$ cat src/rtl/cartsd_pkg.sv
// ----------------------------------------------------------------------------
// Cartridge SD register interface package
// Types, register offsets, command codes and constants shared by the block.
// ----------------------------------------------------------------------------
package cartsd_pkg;

   localparam int unsigned BUFFER_BYTES_DEF     = 8192;
   localparam int unsigned ROM_WINDOW_BYTES_DEF = 67108864;

   localparam int REQ_TDATA_W = 80;
   localparam int RSP_TDATA_W = 152;
   localparam int SPAN_W      = 41;  // sector or block count times 512
   localparam int END_W       = 42;  // sum of two spans
   localparam int MADDR_W     = 29;

   // Register byte offsets
   localparam logic [15:0] OFS_STATUS = 16'h0000;
   localparam logic [15:0] OFS_DATA0  = 16'h0004;
   localparam logic [15:0] OFS_DATA1  = 16'h0008;
   localparam logic [15:0] OFS_ID     = 16'h000C;
   localparam logic [15:0] OFS_UNLOCK = 16'h0010;

   // Command codes written to the status offset
   localparam logic [31:0] CMD_CFG_GET  = 32'h0000_0063;
   localparam logic [31:0] CMD_CFG_SET  = 32'h0000_0043;
   localparam logic [31:0] CMD_INIT     = 32'h0000_0069;
   localparam logic [31:0] CMD_SECTOR   = 32'h0000_0049;
   localparam logic [31:0] CMD_SD_READ  = 32'h0000_0073;
   localparam logic [31:0] CMD_SD_WRITE = 32'h0000_0053;

   // Arguments of the config and init commands
   localparam logic [31:0] CFG_ROM_WRITE = 32'd1;
   localparam logic [31:0] CFG_QUERY_A   = 32'd3;
   localparam logic [31:0] CFG_QUERY_B   = 32'd6;
   localparam logic [31:0] INIT_NOP      = 32'd0;
   localparam logic [31:0] INIT_CARD     = 32'd1;
   localparam logic [31:0] INIT_SWAP_ON  = 32'd4;
   localparam logic [31:0] INIT_SWAP_OFF = 32'd5;

   // Unlock sequence
   localparam logic [31:0] KEY_LOCK   = 32'hFFFF_FFFF;
   localparam logic [31:0] KEY_FIRST  = 32'h5F55_4E4C;
   localparam logic [31:0] KEY_SECOND = 32'h4F43_4B5F;

   localparam logic [31:0] ID_WORD    = 32'h5343_7632;
   localparam logic [31:0] ERR_STATUS = 32'h4000_0000;
   localparam logic [31:0] BUF_BASE   = 32'h1FFE_0000;
   localparam logic [31:0] ROM_BASE   = 32'h1000_0000;

   // Configuration register indexes
   localparam logic CSR_CARD_PRESENT = 1'b0;
   localparam logic CSR_CARD_SIZE    = 1'b1;

   typedef struct packed {
      logic        is_write;
      logic [15:0] address;
      logic [31:0] value;    // write data already masked
   } req_type;

   typedef struct packed {
      logic [31:0]        read_data;
      logic               xfer_request;
      logic               xfer_to_card;
      logic [SPAN_W-1:0]  xfer_byte_offset;
      logic [SPAN_W-1:0]  xfer_length_bytes;
      logic [MADDR_W-1:0] xfer_mem_addr;
      logic               xfer_byteswap;
   } rsp_type;

   typedef struct packed {
      logic               ok;
      logic [SPAN_W-1:0]  byte_offset;
      logic [SPAN_W-1:0]  length;
      logic [MADDR_W-1:0] mem_addr;
   } xfer_type;

endpackage

$ cat src/rtl/cart_sd_register_interface_core.sv
// ----------------------------------------------------------------------------
// Cartridge SD register interface core
// Register bus front end with unlock sequence, command decode and SD checks.
// ----------------------------------------------------------------------------
// Each request transfer is one bus access (read or masked write) and yields
// exactly one response transfer. The block sustains one access per clock
// while the response side is ready: an access is held in the input register,
// is decoded and applied to the register state in a single combinational
// pass and lands in the response register, from which its response is
// offered until the response side takes it. The response register lets a
// new request be taken while an earlier response still waits. An SD read
// or write command that passes the card bounds and memory window checks
// reports the transfer on the response (tuser high); the transfer itself is
// carried out elsewhere. Configuration writes take effect at once and are
// meant to be issued only while no access is in flight.
// ----------------------------------------------------------------------------
module cart_sd_register_interface_core
   import cartsd_pkg::*;
#(
   parameter int unsigned BUFFER_BYTES     = BUFFER_BYTES_DEF,
   parameter int unsigned ROM_WINDOW_BYTES = ROM_WINDOW_BYTES_DEF
) (
   input  logic                   clock,
   input  logic                   reset,
   input  logic                   req_tvalid,
   output logic                   req_tready,
   // address[15:0], write_data[47:16], write_mask[79:48]
   input  logic [REQ_TDATA_W-1:0] req_tdata,
   // command[0]: 0 read, 1 write
   input  logic                   req_tuser,
   output logic                   rsp_tvalid,
   input  logic                   rsp_tready,
   // read_data[31:0], xfer_to_card[32], xfer_byte_offset[73:33],
   // xfer_length_bytes[114:74], xfer_mem_addr[143:115], xfer_byteswap[144],
   // zero fill [151:145]
   output logic [RSP_TDATA_W-1:0] rsp_tdata,
   // xfer_request[0]
   output logic                   rsp_tuser,
   input  logic                   csr_we,
   input  logic                   csr_index,
   input  logic [31:0]            csr_wdata
);

   logic    in_valid_ff, in_valid_in;
   req_type in_item_ff;
   logic    out_valid_ff, out_valid_in;
   rsp_type out_item_ff;
   rsp_type result;
   logic    advance;
   logic    req_fire;

   // The access in the input register moves on whenever the response
   // register is empty or its content is taken in the same cycle.
   assign advance    = in_valid_ff && (!out_valid_ff || rsp_tready);
   assign req_tready = !in_valid_ff || advance;
   assign req_fire   = req_tvalid && req_tready;

   always_comb begin
      in_valid_in = in_valid_ff;
      if (req_fire) begin
         in_valid_in = 1'b1;
      end else if (advance) begin
         in_valid_in = 1'b0;
      end
      out_valid_in = out_valid_ff;
      if (advance) begin
         out_valid_in = 1'b1;
      end else if (rsp_tready) begin
         out_valid_in = 1'b0;
      end
   end

   always_ff @(posedge clock) begin
      if (reset) begin
         in_valid_ff  <= 1'b0;
         out_valid_ff <= 1'b0;
      end else begin
         in_valid_ff  <= in_valid_in;
         out_valid_ff <= out_valid_in;
      end
   end

   // Payload registers; the mask is applied on the way in.
   always_ff @(posedge clock) begin
      if (req_fire) begin
         in_item_ff.is_write <= req_tuser;
         in_item_ff.address  <= req_tdata[15:0];
         in_item_ff.value    <= req_tdata[47:16] & req_tdata[79:48];
      end
      if (advance) begin
         out_item_ff <= result;
      end
   end

   cartsd_regfile #(
      .BUFFER_BYTES     (BUFFER_BYTES),
      .ROM_WINDOW_BYTES (ROM_WINDOW_BYTES)
   ) u_regfile (
      .clock     (clock),
      .reset     (reset),
      .csr_we    (csr_we),
      .csr_index (csr_index),
      .csr_wdata (csr_wdata),
      .fire      (advance),
      .req       (in_item_ff),
      .rsp       (result)
   );

   assign rsp_tvalid = out_valid_ff;
   assign rsp_tuser  = out_item_ff.xfer_request;
   assign rsp_tdata  = {7'b0,
                        out_item_ff.xfer_byteswap,
                        out_item_ff.xfer_mem_addr,
                        out_item_ff.xfer_length_bytes,
                        out_item_ff.xfer_byte_offset,
                        out_item_ff.xfer_to_card,
                        out_item_ff.read_data};

endmodule

$ cat src/rtl/cartsd_xfer_check.sv
// ----------------------------------------------------------------------------
// SD transfer check
// Card bounds and memory window checks for an SD read or write command.
// ----------------------------------------------------------------------------
module cartsd_xfer_check
   import cartsd_pkg::*;
#(
   parameter int unsigned BUFFER_BYTES     = BUFFER_BYTES_DEF,
   parameter int unsigned ROM_WINDOW_BYTES = ROM_WINDOW_BYTES_DEF
) (
   input  logic [31:0] card_sector,
   input  logic [31:0] data_zero,
   input  logic [31:0] data_one,
   input  logic [31:0] card_size,
   input  logic        card_open,
   output xfer_type    xfer
);

   localparam logic [END_W-1:0] BufLimit = END_W'(BUF_BASE) + END_W'(BUFFER_BYTES);
   localparam logic [END_W-1:0] RomLimit = END_W'(ROM_BASE) + END_W'(ROM_WINDOW_BYTES);

   logic [SPAN_W-1:0]  offset;
   logic [SPAN_W-1:0]  length;
   logic [MADDR_W-1:0] maddr;
   logic [END_W-1:0]   card_end;
   logic [END_W-1:0]   mem_end;
   logic               in_card;
   logic               in_buf;
   logic               in_rom;

   assign offset   = {card_sector, 9'b0};
   assign length   = {data_one, 9'b0};
   assign maddr    = data_zero[MADDR_W-1:0];
   assign card_end = END_W'(offset) + END_W'(length);
   assign mem_end  = END_W'(maddr) + END_W'(length);

   assign in_card = card_end <= END_W'(card_size);
   assign in_buf  = (32'(maddr) >= BUF_BASE) && (mem_end < BufLimit);
   assign in_rom  = (32'(maddr) >= ROM_BASE) && (mem_end < RomLimit);

   assign xfer.ok          = in_card && (in_buf || in_rom) && card_open;
   assign xfer.byte_offset = offset;
   assign xfer.length      = length;
   assign xfer.mem_addr    = maddr;

endmodule

$ cat src/rtl/cartsd_regfile.sv
// ----------------------------------------------------------------------------
// Register file and command decoder
// Holds the block state, decodes one access and forms its result.
// ----------------------------------------------------------------------------
module cartsd_regfile
   import cartsd_pkg::*;
#(
   parameter int unsigned BUFFER_BYTES     = BUFFER_BYTES_DEF,
   parameter int unsigned ROM_WINDOW_BYTES = ROM_WINDOW_BYTES_DEF
) (
   input  logic        clock,
   input  logic        reset,
   input  logic        csr_we,
   input  logic        csr_index,
   input  logic [31:0] csr_wdata,
   input  logic        fire,
   input  req_type     req,
   output rsp_type     rsp
);

   logic        card_present_ff;
   logic [31:0] card_size_ff;
   logic [31:0] status_ff, status_in;
   logic [31:0] data0_ff, data0_in;
   logic [31:0] data1_ff, data1_in;
   logic [31:0] sector_ff, sector_in;
   logic        rom_we_ff, rom_we_in;
   logic        swap_ff, swap_in;
   logic        unlocked_ff, unlocked_in;
   logic        key1_ff, key1_in;
   logic        open_ff, open_in;
   xfer_type    xfer;

   cartsd_xfer_check #(
      .BUFFER_BYTES     (BUFFER_BYTES),
      .ROM_WINDOW_BYTES (ROM_WINDOW_BYTES)
   ) u_xfer_check (
      .card_sector (sector_ff),
      .data_zero   (data0_ff),
      .data_one    (data1_ff),
      .card_size   (card_size_ff),
      .card_open   (open_ff),
      .xfer        (xfer)
   );

   always_comb begin
      status_in   = status_ff;
      data0_in    = data0_ff;
      data1_in    = data1_ff;
      sector_in   = sector_ff;
      rom_we_in   = rom_we_ff;
      swap_in     = swap_ff;
      unlocked_in = unlocked_ff;
      key1_in     = key1_ff;
      open_in     = open_ff;
      rsp         = '0;

      if (!req.is_write) begin
         if (unlocked_ff) begin
            unique case (req.address)
               OFS_STATUS: rsp.read_data = status_ff;
               OFS_DATA0:  rsp.read_data = data0_ff;
               OFS_DATA1:  rsp.read_data = data1_ff;
               OFS_ID:     rsp.read_data = ID_WORD;
               default:    rsp.read_data = '0;
            endcase
         end
      end else if (req.address == OFS_UNLOCK) begin
         priority if (req.value == KEY_LOCK) begin
            unlocked_in = 1'b0;
         end else if (req.value == KEY_FIRST) begin
            key1_in = 1'b1;
         end else if (req.value == KEY_SECOND) begin
            if (key1_ff) begin
               unlocked_in = 1'b1;
               key1_in     = 1'b0;
            end
         end else begin
            key1_in = 1'b0;
         end
      end else if (unlocked_ff) begin
         if (req.address == OFS_DATA0) begin
            data0_in = req.value;
         end else if (req.address == OFS_DATA1) begin
            data1_in = req.value;
         end else if (req.address == OFS_STATUS) begin
            status_in = '0;
            unique case (req.value)
               CMD_CFG_GET: begin
                  priority if (data0_ff == CFG_ROM_WRITE) begin
                     data1_in = 32'(rom_we_ff);
                  end else if (data0_ff == CFG_QUERY_A || data0_ff == CFG_QUERY_B) begin
                     data1_in = '0;
                  end else begin
                     status_in = ERR_STATUS;
                  end
               end
               CMD_CFG_SET: begin
                  if (data0_ff == CFG_ROM_WRITE) begin
                     data1_in  = 32'(rom_we_ff);
                     rom_we_in = (data1_ff != '0);
                  end else begin
                     status_in = ERR_STATUS;
                  end
               end
               CMD_INIT: begin
                  priority if (data1_ff == INIT_NOP) begin
                     status_in = '0;
                  end else if (data1_ff == INIT_CARD) begin
                     open_in   = card_present_ff;
                     status_in = card_present_ff ? '0 : ERR_STATUS;
                  end else if (data1_ff == INIT_SWAP_ON) begin
                     swap_in = 1'b1;
                  end else if (data1_ff == INIT_SWAP_OFF) begin
                     swap_in = 1'b0;
                  end else begin
                     status_in = ERR_STATUS;
                  end
               end
               CMD_SECTOR: begin
                  sector_in = data0_ff;
               end
               CMD_SD_READ, CMD_SD_WRITE: begin
                  if (xfer.ok) begin
                     rsp.xfer_request      = 1'b1;
                     rsp.xfer_to_card      = (req.value == CMD_SD_WRITE);
                     rsp.xfer_byte_offset  = xfer.byte_offset;
                     rsp.xfer_length_bytes = xfer.length;
                     rsp.xfer_mem_addr     = xfer.mem_addr;
                     rsp.xfer_byteswap     = (req.value == CMD_SD_READ) && swap_ff;
                  end else begin
                     status_in = ERR_STATUS;
                  end
               end
               default: status_in = ERR_STATUS;
            endcase
         end
      end
   end

   always_ff @(posedge clock) begin
      if (reset) begin
         card_present_ff <= 1'b0;
         card_size_ff    <= '0;
      end else if (csr_we) begin
         unique case (csr_index)
            CSR_CARD_PRESENT: card_present_ff <= csr_wdata[0];
            CSR_CARD_SIZE:    card_size_ff    <= csr_wdata;
            default:          card_size_ff    <= card_size_ff;
         endcase
      end
   end

   always_ff @(posedge clock) begin
      if (reset) begin
         status_ff   <= '0;
         data0_ff    <= '0;
         data1_ff    <= '0;
         sector_ff   <= '0;
         rom_we_ff   <= 1'b0;
         swap_ff     <= 1'b0;
         unlocked_ff <= 1'b0;
         key1_ff     <= 1'b0;
         open_ff     <= 1'b0;
      end else if (fire) begin
         status_ff   <= status_in;
         data0_ff    <= data0_in;
         data1_ff    <= data1_in;
         sector_ff   <= sector_in;
         rom_we_ff   <= rom_we_in;
         swap_ff     <= swap_in;
         unlocked_ff <= unlocked_in;
         key1_ff     <= key1_in;
         open_ff     <= open_in;
      end
   end

endmodule

$ cat config.mk
export PLATFORM = sky130hd
export DESIGN_NAME = cart_sd_register_interface_core
export DESIGN_NICKNAME = d
export VERILOG_FILES = /design/src/rtl/cartsd_pkg.sv /design/src/rtl/cart_sd_register_interface_core.sv /design/src/rtl/cartsd_xfer_check.sv /design/src/rtl/cartsd_regfile.sv
export SDC_FILE = /design/constraint.sdc
export NUM_CORES = 1
export LEC_CHECK = 0
export BUFFER_PORTS_ARGS = -buffer_cell sky130_fd_sc_hd__buf_2
export CAP_MARGIN = 20
export CORE_ASPECT_RATIO = 0.75
export CORE_MARGIN = 2
export CORE_UTILIZATION = 30
export DETAILED_ROUTE_END_ITERATION = 7
export HOLD_SLACK_MARGIN = 0.1
export PLACE_DENSITY_LB_ADDON = 0.05
export REMOVE_ABC_BUFFERS = 1
export SLEW_MARGIN = 0
export SYNTH_ARGS = -nofsm -noshare
export SYNTH_HDL_FRONTEND = slang
export SYNTH_SLANG_ARGS = --single-unit
$ cat constraint.sdc
create_clock -name clock -period 12.29 [get_ports clock]
set_input_delay 1.8435 -clock clock [delete_from_list [all_inputs] [get_ports clock]]
set_output_delay 1.8435 -clock clock [all_outputs]
set_load 0.01 [all_outputs]
==> impl_table.tex, run 1 <==
\begin{tabular}{lr}
\hline
Metric & Value \\
\hline
\multicolumn{2}{l}{\textbf{Route}} \\
\quad Total via count after detailed routing & 13700 \\
\quad DR WL/cell & 22.2 um \\
\quad Pre-Repair DR Iteration Count & 5 \\
\quad Post-DRT Antenna Nets & 0 \\
\quad Total wirelength of the detailed-routed design & 59.3 mm \\
\quad Via-to-Cell Ratio & 5.14 \\
\quad Drt initial violations & 1305 \\
\quad Drt drc & 0 \\
\multicolumn{2}{l}{\textbf{Global routing}} \\
\quad Via count of the first global-routing pass & 13000 \\
\quad Antenna violations before repair & 1 \\
\quad Total Routing Usage GR & 21.1\% \\
\quad Global-route wire length before repair & 86.7 mm \\
\quad Overflow after GRT & 0 \\
\quad Maximum number of pins on one net before global-route repair & 88 \\
\multicolumn{2}{l}{\textbf{Layout}} \\
\quad Design Area, Final & 19200 um\^{}2 \\
\quad Fraction of final layout cells sized beyond drive strength 1 & 17.2\% \\
\quad Ant. Diodes & 0 \\
\quad Core occupancy in the finished layout & 36.4\% \\
\quad Number of nets in the finished design & 2127 \\
\quad Most used cells in the layout excluding fill and tap cells & nand2\_1 (274), buf\_2 (247), a21oi\_1 (191) \\
\quad Most frequent standard cell in the layout excluding fill and tap cells & nand2\_1 \\
\quad Layout area overhead & 20.1\% \\
\quad Filler Cells Inserted & 5500 \\
\multicolumn{2}{l}{\textbf{Worst setup path}} \\
\quad Crit Reg-Reg Endpoint & rsp\_tdata[63]\$\_SDFFCE\_PP0P\_ \\
\quad Crit Path Max Fanout & 80 \\
\quad Arr. time, crit path & 7.49 ns \\
\quad Worst path bufs/invs & 1 \\
\quad Source of the worst register-to-register timing path & u\_regfile.data1\_ff[4]\$\_SDFFE\_PP0P\_ \\
\quad Startpoint kind of the worst setup timing path & register \\
\quad Minimum setup slack among reg-to-reg paths & 5.19 ns \\
\quad Setup CP Type & reg -> reg \\
\quad Logic depth of the worst path, buffers included & 18 \\
\quad Worst reg-to-reg path cell count & 18 \\
\quad Slowest stage cell, crit path & or4\_1 \\
\quad Largest stage delay on the critical path & 0.69 ns \\
\quad Termination of the worst setup path & rsp\_tdata[63]\$\_SDFFCE\_PP0P\_ \\
\quad Setup crit end kind & register \\
\quad Data required time of the critical path & 12.68 ns \\
\quad Delay-heaviest family, CP & compound AO/OA/AOI/OAI gates \\
\quad Ordered list of cells on the worst path & ha\_1 -> a21oi\_1 -> a21boi\_0 -> o21ai\_0 -> o21ai\_0 -> o21ai\_0 -> xor2\_1 -> ha\_1 -> a211o\_1 -> a21oi\_1 -> o21ai\_0 -> a2111oi\_0 -> a31oi\_1 -> or4\_1 -> or4\_1 -> nor3\_4 -> buf\_4 -> and2\_1 \\
\quad Worst Setup SP & u\_regfile.data1\_ff[4]\$\_SDFFE\_PP0P\_ \\
\quad Cell seen most often among critical-path stages & o21ai\_0 \\
\multicolumn{2}{l}{\textbf{Clock network}} \\
\quad Cells resized by post-CTS repair & 0 \\
\quad Skew-Pair Late Insertion Delay & 0.55 ns \\
\quad Level count of the clock H-tree & 2 \\
\quad TritonCTS clock tree & done \\
\quad Clock root cell & clkbuf\_16 \\
\quad Hold buffers post-CTS & 0 \\
\quad Clock buffer count from CTS & 37 \\
\quad Clock-pin transition on the worst setup and hold timing paths & 0.06 ns \\
\quad Total setup buffers inserted after CTS & 0 \\
\quad Clock sink count & 314 \\
\quad Buffer depth of the longest clock path & 3 \\
\multicolumn{2}{l}{\textbf{Timing}} \\
\quad Tcrit/Tclk final & 57.7\% \\
\quad Accumulated negative setup slack & 0 ns \\
\quad Time the final worst path needs with I/O delays and setup & 7.10 ns \\
\quad Final-layout worst hold slack & 0.452 ns \\
\quad Clk\_skew & 0.0331 ns \\
\quad Max Fclk & 141 MHz \\
\quad Worst rel slew slack & 22.4\% \\
\quad Number of slew-limit violations in the final report & 0 \\
\quad Transition time at the pin with the least slew margin & 1.15 ns \\
\quad Setup repair after global routing missed its margin & no \\
\quad Finish-stage setup viols & 0 \\
\quad Hold violation count in the final report & 0 \\
\multicolumn{2}{l}{\textbf{Floorplan}} \\
\quad Area enclosed by the die boundary & 55200 um\^{}2 \\
\quad Starting density of the core & 30.3\% \\
\quad Die Y-Extent & 204 um \\
\quad Total number of placement rows & 73 \\
\quad Core area & 52800 um\^{}2 \\
\quad Number of top-level design ports & 274 \\
\quad Width of the die & 271 um \\
\multicolumn{2}{l}{\textbf{Place}} \\
\quad Gp weighted congestion & 0.901 \\
\quad Buffers added on ports & 248 \\
\quad Post-placement cell area & 17900 um\^{}2 \\
\quad Post-DP HPWL & 43.5 mm \\
\multicolumn{2}{l}{\textbf{Synthesis}} \\
\quad Avg Inst Size Synth & 9.42 um\^{}2 \\
\quad Post-synth ARST share & 0\% \\
\quad Number of storage elements in the synthesis netlist & 314 \\
\quad Cell variety after synth & 74 \\
\quad Register area share after synthesis & 50.4\% \\
\quad Largest cells by area after synthesis & edfxtp\_1 (33\%), dfxtp\_1 (17\%), nand2\_1 (6.4\%) \\
\quad Flip-flop cell with the highest count after synthesis & edfxtp\_1 \\
\quad Yosys top cell by area & edfxtp\_1 \\
\quad YS warnings & 0 \\
\quad Synthesized cell area & 16000 um\^{}2 \\
\quad Instance count of the mapped netlist & 1696 \\
\quad EDFF count, synth & 177 \\
\quad Top-area cell type share of the netlist area & 33.3\% \\
\multicolumn{2}{l}{\textbf{Pwr}} \\
\quad Total power density per cell area & 125 nW/um\^{}2 \\
\quad Worst vdd rail ir drop & 0.0878 mV \\
\quad Leakage power total & 7.10 nW \\
\quad Total power draw & 2.39 mW \\
\multicolumn{2}{l}{\textbf{Outcome}} \\
\quad Run status & finished, final reports clean \\
\multicolumn{2}{l}{\textbf{Job}} \\
\quad Max-cap violations & 0 \\
\multicolumn{2}{l}{\textbf{Worst hold path}} \\
\quad Hold Crit Class & reg -> reg \\
\hline
\end{tabular}
## routing by layer
metal	up-vias	track usage, %	routed length, um
li1	6546	-	-
met4	0	4.52	968
met1	6647	32.9	30500
met5	-	0	0
met2	475	30.2	24500
met3	64	3.25	3330
## logic make-up (layout without fill, tap and decap cells)
family / after synthesis / count (layout) / share of synthesized area, %
buffers and inverters: 150 / 379 / 4.22
other: 1 / 37 / 0.0235
AO/OA/AOI/OAI: 418 / 418 / 15.9
flip-flops: 314 / 314 / 50.4
adder cells (fa/ha/maj): 75 / 75 / 5.92
AND/OR/NAND/NOR: 697 / 697 / 21.2
XOR/XNOR: 35 / 35 / 1.92
multiplexers: 6 / 6 / 0.384
## synthesized netlist by cell type, types with 5 or more instances
master,n
a21o_1,15
inv_1,41
mux2i_1,5
nor4_1,26
xor2_1,12
ha_1,74
a21oi_1,191
a31oi_1,10
dfxtp_1,137
nor2_1,128
nand2_1,274
o21a_1,11
and2_1,118
a22oi_1,51
o21ai_0,68
a211o_1,7
clkbuf_2,6
xnor2_1,23
nand4_1,47
o211ai_1,7
buf_4,25
nor3_1,23
and3_1,9
or4_1,5
a211oi_1,18
edfxtp_1,177
nand3_1,19
nor3b_1,5
clkbuf_1,71
nor2b_1,11
nand2b_1,8
## area by class of cell
class                           count  area, um^2  share of cell area [%]
Tap cell                          712         891                    4.64
Timing Repair Buffer              271        1470                    7.68
Sequential cell                   314        8060                    42.0
Inverter                           41         154                   0.802
Clock inverter                     18         170                   0.886
Clock buffer                       49        1030                    5.38
Multi-Input combinational cell   1268        7420                    38.6
## report_power, final
part	total, mW	switching, mW	internal, mW
registers	1.17	0.0252	1.15
clock network	1.10	0.450	0.654
logic	0.114	0.0702	0.0436
## worst min-delay path by stage
stage                                                 start                                 endpoint  slack (ns)  cells after the start
finish               u_regfile.card_size_ff[8]$_SDFFE_PP0P_   u_regfile.card_size_ff[8]$_SDFFE_PP0P_        0.45                      2
global route        u_regfile.card_size_ff[13]$_SDFFE_PP0P_  u_regfile.card_size_ff[13]$_SDFFE_PP0P_        0.47                      2
CTS                 u_regfile.card_size_ff[11]$_SDFFE_PP0P_  u_regfile.card_size_ff[11]$_SDFFE_PP0P_        0.46                      2
detailed placement  u_regfile.card_size_ff[11]$_SDFFE_PP0P_  u_regfile.card_size_ff[11]$_SDFFE_PP0P_        0.45                      2
global placement     u_regfile.card_size_ff[8]$_SDFFE_PP0P_   u_regfile.card_size_ff[8]$_SDFFE_PP0P_        0.45                      2
floorplan            u_regfile.card_size_ff[8]$_SDFFE_PP0P_   u_regfile.card_size_ff[8]$_SDFFE_PP0P_        0.43                      2
## worst register-to-register path, cell delays in order, from the launching register on
cell,delay (ns)
dfxtp_1,0.66
ha_1,0.38
a21oi_1,0.21
a21boi_0,0.58
o21ai_0,0.20
o21ai_0,0.48
o21ai_0,0.37
xor2_1,0.25
ha_1,0.24
a211o_1,0.30
a21oi_1,0.10
o21ai_0,0.11
a2111oi_0,0.38
a31oi_1,0.22
or4_1,0.63
or4_1,0.69
nor3_4,0.22
buf_4,0.56
and2_1,0.37
## sequential cells by signal, summed over array words and instances, names as in the netlist
| signal | cells |
|---|---|
| u_regfile.card_present_ff | 1 |
| in_item_ff | 49 |
| u_regfile.data1_ff | 32 |
| u_regfile.data0_ff | 32 |
| in_valid_ff | 1 |
| rsp_tdata | 127 |
| u_regfile.card_size_ff | 32 |
| rsp_tvalid | 1 |
| u_regfile.swap_ff | 1 |
| rsp_tuser | 1 |
| u_regfile.sector_ff | 32 |
| u_regfile.open_ff | 1 |
| u_regfile.rom_we_ff | 1 |
| u_regfile.key1_ff | 1 |
| u_regfile.status_ff | 1 |
| u_regfile.unlocked_ff | 1 |
## stage by stage
step / instances / setup WS (ns)
6_report: 2673 / 5.19
5_1_grt: 2673 / 4.71
4_1_cts: 2669 / 5.20
3_5_place_dp: 2602 / 5.23
3_3_place_gp: 2602 / 5.30
2_1_floorplan: 1623 / 2.45
Note: power is estimated with default switching activity, not from simulation.
==> run 2: changes to the inputs <==
- clock period: 12.29 -> 6.8 ns (I/O delays scaled with it)
==> run 2 against run 1 <==
  * Combinational power is 82% higher
  * Power is 78% higher
  * Worst hold slack better by 0.0026 ns
  * Global-route usage is 0.094 points higher
  * Via count is 0.10% higher
  * Final cell count is 0.79% higher
  * Sequential share of layout area is 0.26 points lower
==> impl_table.tex, run 2 (synthesized netlist as in run 1, its figures left out) <==
\begin{tabular}{lr}
\hline
Metric & Value \\
\hline
\multicolumn{2}{l}{\textbf{Worst setup path}} \\
\quad Data required time of the critical path & 7.22 ns (was 12.68 ns) \\
\quad Source of the worst register-to-register timing path & u\_regfile.data1\_ff[0]\$\_SDFFE\_PP0P\_ (was u\_regfile.data1\_ff[4]\$\_SDFFE\_PP0P\_) \\
\quad Termination of the worst setup path & rsp\_tdata[93]\$\_SDFFCE\_PP0P\_ (was rsp\_tdata[63]\$\_SDFFCE\_PP0P\_) \\
\quad Minimum setup slack among reg-to-reg paths & 0.62 ns (was 5.19 ns) \\
\quad Crit Path Max Fanout & 80 (unchanged) \\
\quad Worst reg-to-reg path cell count & 21 (was 18) \\
\quad Startpoint kind of the worst setup timing path & register (unchanged) \\
\quad Arr. time, crit path & 6.60 ns (was 7.49 ns) \\
\quad Setup crit end kind & register (unchanged) \\
\quad Crit Reg-Reg Endpoint & rsp\_tdata[93]\$\_SDFFCE\_PP0P\_ (was rsp\_tdata[63]\$\_SDFFCE\_PP0P\_) \\
\quad Worst Setup SP & u\_regfile.data1\_ff[0]\$\_SDFFE\_PP0P\_ (was u\_regfile.data1\_ff[4]\$\_SDFFE\_PP0P\_) \\
\quad Setup CP Type & reg -> reg (unchanged) \\
\multicolumn{2}{l}{\textbf{Timing}} \\
\quad Setup repair after global routing missed its margin & no (unchanged) \\
\quad Max Fclk & 162 MHz (was 141 MHz) \\
\quad Accumulated negative setup slack & 0 ns (unchanged) \\
\quad Transition time at the pin with the least slew margin & 1.16 ns (was 1.15 ns) \\
\quad Number of slew-limit violations in the final report & 0 (unchanged) \\
\quad Time the final worst path needs with I/O delays and setup & 6.18 ns (was 7.10 ns) \\
\quad Finish-stage setup viols & 0 (unchanged) \\
\quad Tcrit/Tclk final & 90.9\% (was 57.7\%) \\
\quad Worst path setup slack after routing & 0.618 ns (was 5.19 ns) \\
\quad Worst rel slew slack & 22.7\% (was 22.4\%) \\
\quad Hold violation count in the final report & 0 (unchanged) \\
\quad Clk\_skew & 0.0297 ns (was 0.0331 ns) \\
\multicolumn{2}{l}{\textbf{Clock network}} \\
\quad Clock root cell & clkbuf\_16 (unchanged) \\
\quad Clock buffer count from CTS & 36 (was 37) \\
\quad TritonCTS clock tree & done (unchanged) \\
\quad Level count of the clock H-tree & 2 (unchanged) \\
\quad Skew-Pair Late Insertion Delay & 0.57 ns (was 0.55 ns) \\
\quad Clock-pin transition on the worst setup and hold timing paths & 0.06 ns (about the same) \\
\quad Clock sink count & 314 (unchanged) \\
\quad Buffer depth of the longest clock path & 3 (unchanged) \\
\multicolumn{2}{l}{\textbf{Place}} \\
\quad Gp weighted congestion & 0.946 (was 0.901) \\
\quad Worst setup timing slack at the placement stage & 0.602 ns (was 5.23 ns) \\
\quad Buffers added on ports & 248 (unchanged) \\
\quad Post-DP HPWL & 44.1 mm (was 43.5 mm) \\
\multicolumn{2}{l}{\textbf{Layout}} \\
\quad Number of flip-flops under the largest register name & 127 (unchanged) \\
\quad Ant. Diodes & 0 (unchanged) \\
\quad Most frequent standard cell in the layout excluding fill and tap cells & nand2\_1 (unchanged) \\
\quad Layout area overhead & 20.9\% (was 20.1\%) \\
\quad Fraction of final layout cells sized beyond drive strength 1 & 18.0\% (was 17.2\%) \\
\quad Most used cells in the layout excluding fill and tap cells & nand2\_1 (274), buf\_2 (247), a21oi\_1 (191) (unchanged) \\
\quad Core occupancy in the finished layout & 36.6\% (was 36.4\%) \\
\quad Number of nets in the finished design & 2148 (was 2127) \\
\multicolumn{2}{l}{\textbf{Route}} \\
\quad Via-to-Cell Ratio & 5.10 (was 5.14) \\
\quad Total via count after detailed routing & 13700 (about the same) \\
\quad Total wirelength of the detailed-routed design & 59.6 mm (was 59.3 mm) \\
\quad Drt drc & 0 (unchanged) \\
\quad Pre-Repair DR Iteration Count & 7 (was 5) \\
\quad Drt initial violations & 1202 (was 1305) \\
\quad DR WL/cell & 22.1 um (was 22.2 um) \\
\quad Post-DRT Antenna Nets & 0 (unchanged) \\
\multicolumn{2}{l}{\textbf{Pwr}} \\
\quad Worst vdd rail ir drop & 0.130 mV (was 0.0878 mV) \\
\quad Total power density per cell area & 221 nW/um\^{}2 (was 125 nW/um\^{}2) \\
\quad Leakage power total & 7.18 nW (was 7.10 nW) \\
\quad Total power draw & 4.26 mW (was 2.39 mW) \\
\multicolumn{2}{l}{\textbf{Global routing}} \\
\quad Maximum number of pins on one net before global-route repair & 88 (unchanged) \\
\quad Global-route wire length before repair & 86.9 mm (was 86.7 mm) \\
\quad Total Routing Usage GR & 21.2\% (was 21.1\%) \\
\quad Via count of the first global-routing pass & 13000 (about the same) \\
\quad Antenna violations before repair & 1 (unchanged) \\
\quad Overflow after GRT & 0 (unchanged) \\
\multicolumn{2}{l}{\textbf{Floorplan}} \\
\quad Core area & 52800 um\^{}2 (unchanged) \\
\quad Starting density of the core & 30.3\% (unchanged) \\
\quad Die Y-Extent & 204 um (unchanged) \\
\quad Number of top-level design ports & 274 (unchanged) \\
\quad Width of the die & 271 um (unchanged) \\
\quad Total number of placement rows & 73 (unchanged) \\
\quad Area enclosed by the die boundary & 55200 um\^{}2 (unchanged) \\
\multicolumn{2}{l}{\textbf{Worst hold path}} \\
\quad Hold path depth & 2 (unchanged) \\
\quad Hold Crit Class & reg -> reg (unchanged) \\
\multicolumn{2}{l}{\textbf{Job}} \\
\quad Max-cap violations & 0 (unchanged) \\
\multicolumn{2}{l}{\textbf{Outcome}} \\
\quad Run status & finished, final reports clean (unchanged) \\
\hline
\end{tabular}
run 2: how the worst min path moves through the flow:
| stage | from | end | slack [ns] |
|---|---|---|---|
| final | u_regfile.card_size_ff[19]$_SDFFE_PP0P_ | u_regfile.card_size_ff[19]$_SDFFE_PP0P_ | 0.45 |
| after global routing | u_regfile.card_size_ff[11]$_SDFFE_PP0P_ | u_regfile.card_size_ff[11]$_SDFFE_PP0P_ | 0.47 |
| after CTS | u_regfile.card_size_ff[8]$_SDFFE_PP0P_ | u_regfile.card_size_ff[8]$_SDFFE_PP0P_ | 0.45 |
| after detailed placement | u_regfile.card_size_ff[8]$_SDFFE_PP0P_ | u_regfile.card_size_ff[8]$_SDFFE_PP0P_ | 0.44 |
| after global placement | u_regfile.card_size_ff[8]$_SDFFE_PP0P_ | u_regfile.card_size_ff[8]$_SDFFE_PP0P_ | 0.44 |
| after floorplan | u_regfile.card_size_ff[8]$_SDFFE_PP0P_ | u_regfile.card_size_ff[8]$_SDFFE_PP0P_ | 0.43 |
run 2: where the power goes:
group          leakage [nW]  internal, mW  total, mW  switching (mW)
clock network         0.556          1.11       1.94           0.833
registers              2.72          2.07       2.12          0.0457
logic                  3.90        0.0801      0.207           0.127
total                  7.18          3.26       4.26            1.01
run 2: metrics by stage:
step	hold WS, ns	instances	area (um^2)
2_1_floorplan	0.426	1623	15600
3_3_place_gp	0.443	2625	18100
3_5_place_dp	0.444	2626	18100
4_1_cts	0.452	2692	19300
5_1_grt	0.471	2694	19300
6_report	0.454	2694	19300
run 2: layout make-up:
cell class / count / area (um^2)
fillers: 5552 / 33500
clock buffers: 52 / 991
inverters: 41 / 154
multi-input cells: 1268 / 7420
clock inverters: 14 / 160
flip-flops and latches: 314 / 8060
repair buffers: 293 / 1650
well taps: 712 / 891
run 2: critical path, cell delays in order (launching register included):
cell,delay (ns)
dfxtp_1,0.49
ha_1,0.25
inv_1,0.06
fa_1,0.39
nand2b_1,0.18
a21oi_1,0.33
o21ai_0,0.19
nand3_1,0.24
a21oi_1,0.18
xnor2_1,0.17
ha_1,0.31
nand4_1,0.18
nor4_1,0.40
nand4_1,0.13
mux2_2,0.26
o21ai_0,0.08
a31oi_1,0.08
or4_1,0.59
or4_1,0.70
nor3_4,0.27
buf_12,0.30
and2_1,0.19
run 2: metal layers:
metal  track usage, %  vias up  wire (um)
li1                 -     6585          -
met1             32.4     6677      30300
met2             30.7      418      25000
met3             3.25       66       3170
met4             5.37        0       1170
met5                0        -          0
run 2: repair_timing:
item | in CTS | in global routing
endpoints found under the setup margin | 0 | 1
resized for setup | 0 | 1
setup buffers | 0 | 0
hold buffers | 0 | 0
